<file path="config.mk">
export PLATFORM = sky130hd
export DESIGN_NAME = running_mean_and_error_top
export DESIGN_NICKNAME = d
export VERILOG_FILES = /design/src/design/rme_pkg.sv /design/src/design/rme_mul.sv /design/src/design/rme_divsqrt.sv /design/src/design/running_mean_and_error_top.sv
export SDC_FILE = /design/constraint.sdc
export NUM_CORES = 2
export LEC_CHECK = 0
export BUFFER_PORTS_ARGS = -buffer_cell sky130_fd_sc_hd__buf_2
export CORE_MARGIN = 5
export CORE_UTILIZATION = 55
export CTS_CLUSTER_SIZE = 25
export DETAILED_ROUTE_END_ITERATION = 6
export PLACE_DENSITY = 0.71
export SETUP_SLACK_MARGIN = 0.05
export SLEW_MARGIN = 20
export SYNTH_ARGS = -nofsm -noshare
export SYNTH_HDL_FRONTEND = slang
export SYNTH_HIERARCHICAL = 1
export SYNTH_SLANG_ARGS = --single-unit
export TNS_END_PERCENT = 50
</file>
<file path="constraint.sdc">
create_clock -name clk -period 21.5 [get_ports clk]
set_input_delay 1.075 -clock clk [delete_from_list [all_inputs] [get_ports clk]]
set_output_delay 1.075 -clock clk [all_outputs]
set_load 0.01 [all_outputs]
</file>
<file path="src/design/rme_pkg.sv">
package rme_pkg;

  localparam int SAMPLE_W = 24;
  localparam int COUNT_W  = 17;
  localparam int INDEX_W  = 16;
  localparam int SUM_W    = 40;
  localparam int SQSUM_W  = 64;
  localparam int PROD_W   = 2 * SAMPLE_W;
  localparam int MSQ_W    = 47;
  localparam int NUM_W    = 64;
  localparam int STEP_W   = 7;
  localparam int ROOT_W   = 24;
  localparam int REM_W    = 26;
  localparam int CMP_W    = 28;

  localparam logic [COUNT_W-1:0] MAX_SAMPLES = COUNT_W'(65536);

  localparam logic [STEP_W-1:0] STEPS_MEAN = STEP_W'(SUM_W);
  localparam logic [STEP_W-1:0] STEPS_MSQ  = STEP_W'(SQSUM_W);
  localparam logic [STEP_W-1:0] STEPS_VAR  = STEP_W'(MSQ_W);
  localparam logic [STEP_W-1:0] STEPS_ROOT = STEP_W'(ROOT_W);

  typedef enum logic {
    OP_DIV,
    OP_SQRT
  } op_t;

  typedef struct packed {
    logic              start;
    op_t               op;
    logic [STEP_W-1:0] steps;
  } unit_cmd_t;

  typedef enum logic [3:0] {
    ST_IDLE,
    ST_ACC,
    ST_MEAN_GO,
    ST_MEAN_WAIT,
    ST_MSQ_GO,
    ST_MSQ_WAIT,
    ST_VAR_GO,
    ST_VAR_WAIT,
    ST_ROOT_GO,
    ST_ROOT_WAIT,
    ST_DONE
  } state_t;

endpackage

</file>
<file path="src/design/rme_mul.sv">
module rme_mul
  import rme_pkg::*;
(
  input  logic                       clk,
  input  logic                       en,
  input  logic signed [SAMPLE_W-1:0] a,
  input  logic signed [SAMPLE_W-1:0] b,
  output logic signed [PROD_W-1:0]   prod
);

  logic signed [PROD_W-1:0] prod_r;

  always_ff @(posedge clk) begin
    if (en) begin
      prod_r <= a * b;
    end
  end

  assign prod = prod_r;

endmodule

</file>
<file path="src/design/rme_divsqrt.sv">
module rme_divsqrt
  import rme_pkg::*;
(
  input  logic                 clk,
  input  logic                 rst_n,
  input  unit_cmd_t            cmd,
  input  logic [NUM_W-1:0]     num,
  input  logic [COUNT_W-1:0]   den,
  output logic                 done,
  output logic [NUM_W-1:0]     result
);

  // Shared shift/compare/subtract step: one quotient bit or one root bit per cycle.
  // num arrives left-aligned: the unit consumes it from its top bit down.

  logic               busy_r, busy_nxt;
  logic               done_r, done_nxt;
  op_t                op_r, op_nxt;
  logic [STEP_W-1:0]  cnt_r, cnt_nxt;
  logic [NUM_W-1:0]   quo_r, quo_nxt;
  logic [REM_W-1:0]   rem_r, rem_nxt;
  logic [ROOT_W-1:0]  root_r, root_nxt;
  logic [COUNT_W-1:0] den_r, den_nxt;

  logic [CMP_W-1:0]   cmp_a, cmp_b, cmp_diff;
  logic               ge;

  always_comb begin
    unique case (op_r)
      OP_DIV: begin
        cmp_a = CMP_W'({rem_r, quo_r[NUM_W-1]});
        cmp_b = CMP_W'(den_r);
      end
      OP_SQRT: begin
        cmp_a = {rem_r, quo_r[NUM_W-1 -: 2]};
        cmp_b = CMP_W'({root_r, 2'b01});
      end
      default: begin
        cmp_a = '0;
        cmp_b = '0;
      end
    endcase
    ge       = (cmp_a >= cmp_b);
    cmp_diff = cmp_a - cmp_b;
  end

  always_comb begin
    busy_nxt = busy_r;
    done_nxt = 1'b0;
    op_nxt   = op_r;
    cnt_nxt  = cnt_r;
    quo_nxt  = quo_r;
    rem_nxt  = rem_r;
    root_nxt = root_r;
    den_nxt  = den_r;
    if (cmd.start) begin
      busy_nxt = 1'b1;
      op_nxt   = cmd.op;
      cnt_nxt  = cmd.steps;
      quo_nxt  = num;
      rem_nxt  = '0;
      root_nxt = '0;
      den_nxt  = den;
    end else if (busy_r) begin
      rem_nxt = ge ? cmp_diff[REM_W-1:0] : cmp_a[REM_W-1:0];
      unique case (op_r)
        OP_DIV:  quo_nxt = {quo_r[NUM_W-2:0], ge};
        OP_SQRT: begin
          quo_nxt  = {quo_r[NUM_W-3:0], 2'b00};
          root_nxt = {root_r[ROOT_W-2:0], ge};
        end
        default: quo_nxt = quo_r;
      endcase
      cnt_nxt = cnt_r - STEP_W'(1);
      if (cnt_r == STEP_W'(1)) begin
        busy_nxt = 1'b0;
        done_nxt = 1'b1;
      end
    end
  end

  always_ff @(posedge clk) begin
    if (!rst_n) begin
      busy_r <= 1'b0;
      done_r <= 1'b0;
      op_r   <= OP_DIV;
      cnt_r  <= '0;
    end else begin
      busy_r <= busy_nxt;
      done_r <= done_nxt;
      op_r   <= op_nxt;
      cnt_r  <= cnt_nxt;
    end
  end

  always_ff @(posedge clk) begin
    quo_r  <= quo_nxt;
    rem_r  <= rem_nxt;
    root_r <= root_nxt;
    den_r  <= den_nxt;
  end

  assign done   = done_r;
  assign result = (op_r == OP_SQRT) ? NUM_W'(root_r) : quo_r;

endmodule

</file>
<file path="src/design/running_mean_and_error_top.sv">
// channel  | ports                                        | dir
// ---------+----------------------------------------------+-----
// input    | in_valid, in_ready, in_sample, in_last_sample | in
// result   | out_valid, out_ready, out_sample_index,       | out
//          | out_running_mean, out_mean_error,             |
//          | out_series_end, out_overflow                  |
// One request at a time; the serial divide/root unit forms the mean, mean-square
// and variance quotients and the error root, one bit per cycle. For the first
// sample of a series only the mean is formed and the error is zero.
// Synchronous active-low reset clears the count, sums and overflow flag.
// The result sits in an output register; a new request is taken while it waits,
// and the block holds at its last step until the register is free.
module running_mean_and_error_top
  import rme_pkg::*;
(
  input  logic                       clk,
  input  logic                       rst_n,
  input  logic                       in_valid,
  output logic                       in_ready,
  input  logic signed [SAMPLE_W-1:0] in_sample,
  input  logic                       in_last_sample,
  output logic                       out_valid,
  input  logic                       out_ready,
  output logic [INDEX_W-1:0]         out_sample_index,
  output logic signed [SAMPLE_W-1:0] out_running_mean,
  output logic [SAMPLE_W-1:0]        out_mean_error,
  output logic                       out_series_end,
  output logic                       out_overflow
);

  state_t state_r, state_nxt;

  logic [COUNT_W-1:0]         count_r, count_nxt;
  logic signed [SUM_W-1:0]    sum_r, sum_nxt;
  logic [SQSUM_W-1:0]         sq_r, sq_nxt;
  logic                       ovf_r, ovf_nxt;

  logic signed [SAMPLE_W-1:0] smp_r, smp_nxt;
  logic                       last_r, last_nxt;
  logic signed [SAMPLE_W-1:0] mean_r, mean_nxt;
  logic [MSQ_W-1:0]           dv_r, dv_nxt;
  logic [SAMPLE_W-1:0]        err_r, err_nxt;

  logic                       out_valid_r, out_valid_nxt;
  logic [INDEX_W-1:0]         o_idx_r, o_idx_nxt;
  logic signed [SAMPLE_W-1:0] o_mean_r, o_mean_nxt;
  logic [SAMPLE_W-1:0]        o_err_r, o_err_nxt;
  logic                       o_end_r, o_end_nxt;
  logic                       o_ovf_r, o_ovf_nxt;

  unit_cmd_t                  cmd;
  logic [NUM_W-1:0]           u_num;
  logic [COUNT_W-1:0]         u_den;
  logic                       u_done;
  logic [NUM_W-1:0]           u_res;

  logic                       mul_en;
  logic signed [SAMPLE_W-1:0] mul_in;
  logic signed [PROD_W-1:0]   prod;

  logic [SUM_W-1:0]           sum_abs;
  logic [SUM_W-1:0]           q_signed;
  logic [MSQ_W-1:0]           msq;
  logic [MSQ_W-1:0]           m2;
  logic                       in_acc;

  rme_mul u_mul (
    .clk  (clk),
    .en   (mul_en),
    .a    (mul_in),
    .b    (mul_in),
    .prod (prod)
  );

  rme_divsqrt u_unit (
    .clk    (clk),
    .rst_n  (rst_n),
    .cmd    (cmd),
    .num    (u_num),
    .den    (u_den),
    .done   (u_done),
    .result (u_res)
  );

  assign in_ready = (state_r == ST_IDLE);
  assign in_acc   = in_valid && in_ready;
  assign sum_abs  = sum_r[SUM_W-1] ? SUM_W'(-sum_r) : SUM_W'(sum_r);
  assign q_signed = sum_r[SUM_W-1] ? -u_res[SUM_W-1:0] : u_res[SUM_W-1:0];
  assign msq      = u_res[MSQ_W-1:0];
  assign m2       = prod[MSQ_W-1:0];

  always_comb begin
    state_nxt     = state_r;
    count_nxt     = count_r;
    sum_nxt       = sum_r;
    sq_nxt        = sq_r;
    ovf_nxt       = ovf_r;
    smp_nxt       = smp_r;
    last_nxt      = last_r;
    mean_nxt      = mean_r;
    dv_nxt        = dv_r;
    err_nxt       = err_r;
    out_valid_nxt = out_valid_r;
    o_idx_nxt     = o_idx_r;
    o_mean_nxt    = o_mean_r;
    o_err_nxt     = o_err_r;
    o_end_nxt     = o_end_r;
    o_ovf_nxt     = o_ovf_r;
    cmd           = '{start: 1'b0, op: OP_DIV, steps: '0};
    u_num         = '0;
    u_den         = count_r;
    mul_en        = 1'b0;
    mul_in        = in_sample;

    if (out_valid_r && out_ready) begin
      out_valid_nxt = 1'b0;
    end

    unique case (state_r)
      ST_IDLE: begin
        if (in_acc) begin
          smp_nxt   = in_sample;
          last_nxt  = in_last_sample;
          mul_en    = 1'b1;
          state_nxt = ST_ACC;
        end
      end
      ST_ACC: begin
        if (count_r >= MAX_SAMPLES) begin
          ovf_nxt = 1'b1;
        end else begin
          count_nxt = count_r + COUNT_W'(1);
          sum_nxt   = sum_r + SUM_W'(smp_r);
          sq_nxt    = sq_r + SQSUM_W'(prod[MSQ_W-1:0]);
        end
        state_nxt = ST_MEAN_GO;
      end
      ST_MEAN_GO: begin
        cmd       = '{start: 1'b1, op: OP_DIV, steps: STEPS_MEAN};
        u_num     = {sum_abs, (NUM_W-SUM_W)'(0)};
        state_nxt = ST_MEAN_WAIT;
      end
      ST_MEAN_WAIT: begin
        if (u_done) begin
          mean_nxt = q_signed[SAMPLE_W-1:0];
          mul_en   = 1'b1;
          mul_in   = q_signed[SAMPLE_W-1:0];
          err_nxt  = '0;
          if (count_r == COUNT_W'(1)) begin
            state_nxt = ST_DONE;
          end else begin
            state_nxt = ST_MSQ_GO;
          end
        end
      end
      ST_MSQ_GO: begin
        cmd       = '{start: 1'b1, op: OP_DIV, steps: STEPS_MSQ};
        u_num     = sq_r;
        state_nxt = ST_MSQ_WAIT;
      end
      ST_MSQ_WAIT: begin
        if (u_done) begin
          dv_nxt    = (msq > m2) ? (msq - m2) : '0;
          state_nxt = ST_VAR_GO;
        end
      end
      ST_VAR_GO: begin
        cmd       = '{start: 1'b1, op: OP_DIV, steps: STEPS_VAR};
        u_num     = {dv_r, (NUM_W-MSQ_W)'(0)};
        u_den     = count_r - COUNT_W'(1);
        state_nxt = ST_VAR_WAIT;
      end
      ST_VAR_WAIT: begin
        if (u_done) begin
          dv_nxt    = u_res[MSQ_W-1:0];
          state_nxt = ST_ROOT_GO;
        end
      end
      ST_ROOT_GO: begin
        cmd       = '{start: 1'b1, op: OP_SQRT, steps: STEPS_ROOT};
        u_num     = {1'b0, dv_r, (NUM_W-MSQ_W-1)'(0)};
        state_nxt = ST_ROOT_WAIT;
      end
      ST_ROOT_WAIT: begin
        if (u_done) begin
          err_nxt   = u_res[SAMPLE_W-1:0];
          state_nxt = ST_DONE;
        end
      end
      ST_DONE: begin
        if (!out_valid_r || out_ready) begin
          out_valid_nxt = 1'b1;
          o_idx_nxt     = INDEX_W'(count_r - COUNT_W'(1));
          o_mean_nxt    = mean_r;
          o_err_nxt     = err_r;
          o_end_nxt     = last_r;
          o_ovf_nxt     = ovf_r;
          if (last_r) begin
            count_nxt = '0;
            sum_nxt   = '0;
            sq_nxt    = '0;
            ovf_nxt   = 1'b0;
          end
          state_nxt = ST_IDLE;
        end
      end
      default: state_nxt = ST_IDLE;
    endcase
  end

  always_ff @(posedge clk) begin
    if (!rst_n) begin
      state_r     <= ST_IDLE;
      count_r     <= '0;
      sum_r       <= '0;
      sq_r        <= '0;
      ovf_r       <= 1'b0;
      out_valid_r <= 1'b0;
    end else begin
      state_r     <= state_nxt;
      count_r     <= count_nxt;
      sum_r       <= sum_nxt;
      sq_r        <= sq_nxt;
      ovf_r       <= ovf_nxt;
      out_valid_r <= out_valid_nxt;
    end
  end

  always_ff @(posedge clk) begin
    smp_r    <= smp_nxt;
    last_r   <= last_nxt;
    mean_r   <= mean_nxt;
    dv_r     <= dv_nxt;
    err_r    <= err_nxt;
    o_idx_r  <= o_idx_nxt;
    o_mean_r <= o_mean_nxt;
    o_err_r  <= o_err_nxt;
    o_end_r  <= o_end_nxt;
    o_ovf_r  <= o_ovf_nxt;
  end

  assign out_valid        = out_valid_r;
  assign out_sample_index = o_idx_r;
  assign out_running_mean = o_mean_r;
  assign out_mean_error   = o_err_r;
  assign out_series_end   = o_end_r;
  assign out_overflow     = o_ovf_r;

endmodule
</file>
==> impl_metrics.json <==
{
  "status": "finished with violations",
  "violations": "design-rule violations",
  "multi_input_area_um2": 35140,
  "cts_tree": "built",
  "period_needed_ns": 11.97,
  "cts_setup_buffers": 0,
  "vias": 39990,
  "synth_area_um2": 52160,
  "clk_pin_slew_ns": 0.06,
  "max_stage_delay_ns": 0.77,
  "cp_slowest_cell": "clkinv_1",
  "ys.warnings.count": 6,
  "rsz0062_at_grt": "false",
  "syn-num-nets": 6562,
  "cp.required_ns": 21.85,
  "setup_viol": 0,
  "grt_antenna_before_repair": 3,
  "cts_buffers": 52,
  "avgSynthCellArea_um2": 9.279,
  "grt_pass1_vias": 40750,
  "finalHoldViolations": 0,
  "hp-class": "reg -> reg",
  "first_pass_iters": 7,
  "gr-usage-all-layers": 0.2765,
  "clk_latency_ns": 0.61,
  "critPathKind": "reg -> reg",
  "drive_above_1_share": 0.06243,
  "gp_congestion": 0.9928,
  "register_area_um2": 13180,
  "endpoint_kind": "flop",
  "dp_hpwl_um": 107100,
  "fill_cells": 8263,
  "critPathArrivalTime_ns": 12.32,
  "cts.repair.resized": 0,
  "maxCapViolCount": 0,
  "finalMaxSlewViolations": 0,
  "numPortBuffers": 96,
  "die_x_um": 317.9,
  "root_buffer": "clkbuf_16",
  "placement_rows": 113,
  "slew_headroom": 0.2487,
  "start_kind": "flop",
  "clock_sinks": 501,
  "synthCells": 5621,
  "clock.fmax_ghz": 0.08352,
  "hold_buffers": 0,
  "cp_max_fo": 56,
  "wl_um": 140800,
  "finalSetupTns_ns": 0,
  "pin_count": 97,
  "worst_pin_slew_ns": 1.127,
  "r2r_setup_slack_ns": 9.53,
  "cp_num_buf_inv": 6,
  "skew_ns": 0.02764,
  "min_from": "mean_r[3]",
  "vias_per_cell": 5.832,
  "ant_nets": 0,
  "grt.overflow.total": 0,
  "area_growth_pct": 6.074,
  "core_area_um2": 94590,
  "grt_pass1_wl_um": 226400,
  "start_util": 0.5514,
  "r2r_start": "u_unit/op_r",
  "htreeDepth": 2,
  "ff2ff_path_depth": 33,
  "holdPathEnd": "out_running_mean[3]",
  "crit_top_cell": "fa_1",
  "min_period_over_period": 0.5569,
  "die_h_um": 317.9,
  "clk_path_buf_depth": 3,
  "critical-path-top-delay-family": "adder cells",
  "post-route-drc-count": 3,
  "r2r_end": "u_mul/prod[43]",
  "hold_path_depth": 0,
  "nNetsFinal": 6489,
  "grt_max_degree": 93,
  "die_area_um2": 101100,
  "routedWlPerCell_um": 20.54,
  "first_iter_violations": 3532
}
==> worst max path at each step <==
stage	start	to	slack, ns	depth (start not counted)
2_1_floorplan	u_unit/op_r	u_mul/prod[43]	10.51	37
3_3_place_gp	u_unit/op_r	u_mul/prod[43]	9.83	33
6_report	u_unit/op_r	u_mul/prod[43]	9.53	33
5_1_grt	u_unit/op_r	u_mul/prod[43]	9.00	33
4_1_cts	u_unit/op_r	u_mul/prod[43]	9.63	33
3_5_place_dp	u_unit/op_r	u_mul/prod[43]	9.67	33
==> area by class of cell <==
type,instances,area share
Multi-Input combinational cell,4097,0.6351
Sequential cell,501,0.2382
Inverter,740,0.05021
Tap cell,1265,0.02861
Clock buffer,66,0.02576
Timing Repair Buffer,156,0.01705
Clock inverter,30,0.004976
Antenna cell,2,0.00009046
==> per-stage QoR <==
stage,hold WS [ns],utilization,std cells,cell area (µm²),setup slack [ns]
6_report,0.4157,0.5849,6857,55320,9.527
5_1_grt,0.4247,0.5849,6856,55320,8.998
4_1_cts,0.4152,0.5846,6854,55300,9.631
3_5_place_dp,0.4045,0.5666,6758,53600,9.671
3_3_place_gp,0.4021,0.5666,6758,53590,9.826
2_1_floorplan,0.4003,-,5621,52160,10.51
==> per-layer routing <==
layer / track usage / wire length, µm
met4: 0.08496 / 4760
met3: 0.04185 / 9951
met5: 0 / 0
met2: 0.4553 / 65260
met1: 0.3816 / 60860
==> cells in the final DEF, fill, tap and decap left out, types with 42 or more instances in the layout <==
| master | instances |
|---|---|
| nand2_1 | 761 |
| inv_1 | 736 |
| fa_1 | 611 |
| and2_1 | 330 |
| edfxtp_1 | 314 |
| ha_1 | 301 |
| o21ai_0 | 267 |
| a21oi_1 | 266 |
| dfxtp_1 | 185 |
| nor2_1 | 174 |
| xnor2_1 | 170 |
| xor2_1 | 121 |
| a21o_1 | 108 |
| nor2b_1 | 105 |
| buf_2 | 96 |
| nand3_1 | 66 |
| buf_4 | 59 |
| a22oi_1 | 53 |
| clkbuf_16 | 53 |
| mux2i_1 | 52 |
| a22o_1 | 47 |
| a31oi_1 | 43 |
| nor3_1 | 42 |
| mux2_2 | 42 |
==> sequential cells by signal, summed over array words and instances, names as in the netlist, 26 cells and up <==
register / count
u_unit/quo_r: 64
sum_r: 40
dv_r: 47
sq_r: 64
u_mul/prod: 47
u_unit/rem_r: 26
==> worst register-to-register path: cells and delay by family, from the launching register on <==
family	cells	cell delay (ns)
AOI/OAI and AO/OA	9	2.08
xor gates and xnor gates	2	0.40
adders and majority gates	8	3.99
buffers and inverters	6	2.02
DFF	1	0.66
muxes	1	0.48
and+or+nand+nor	7	2.11
Power is not shown: default switching activity piles up to over one toggle a cycle in this logic, so the estimate is an artifact.
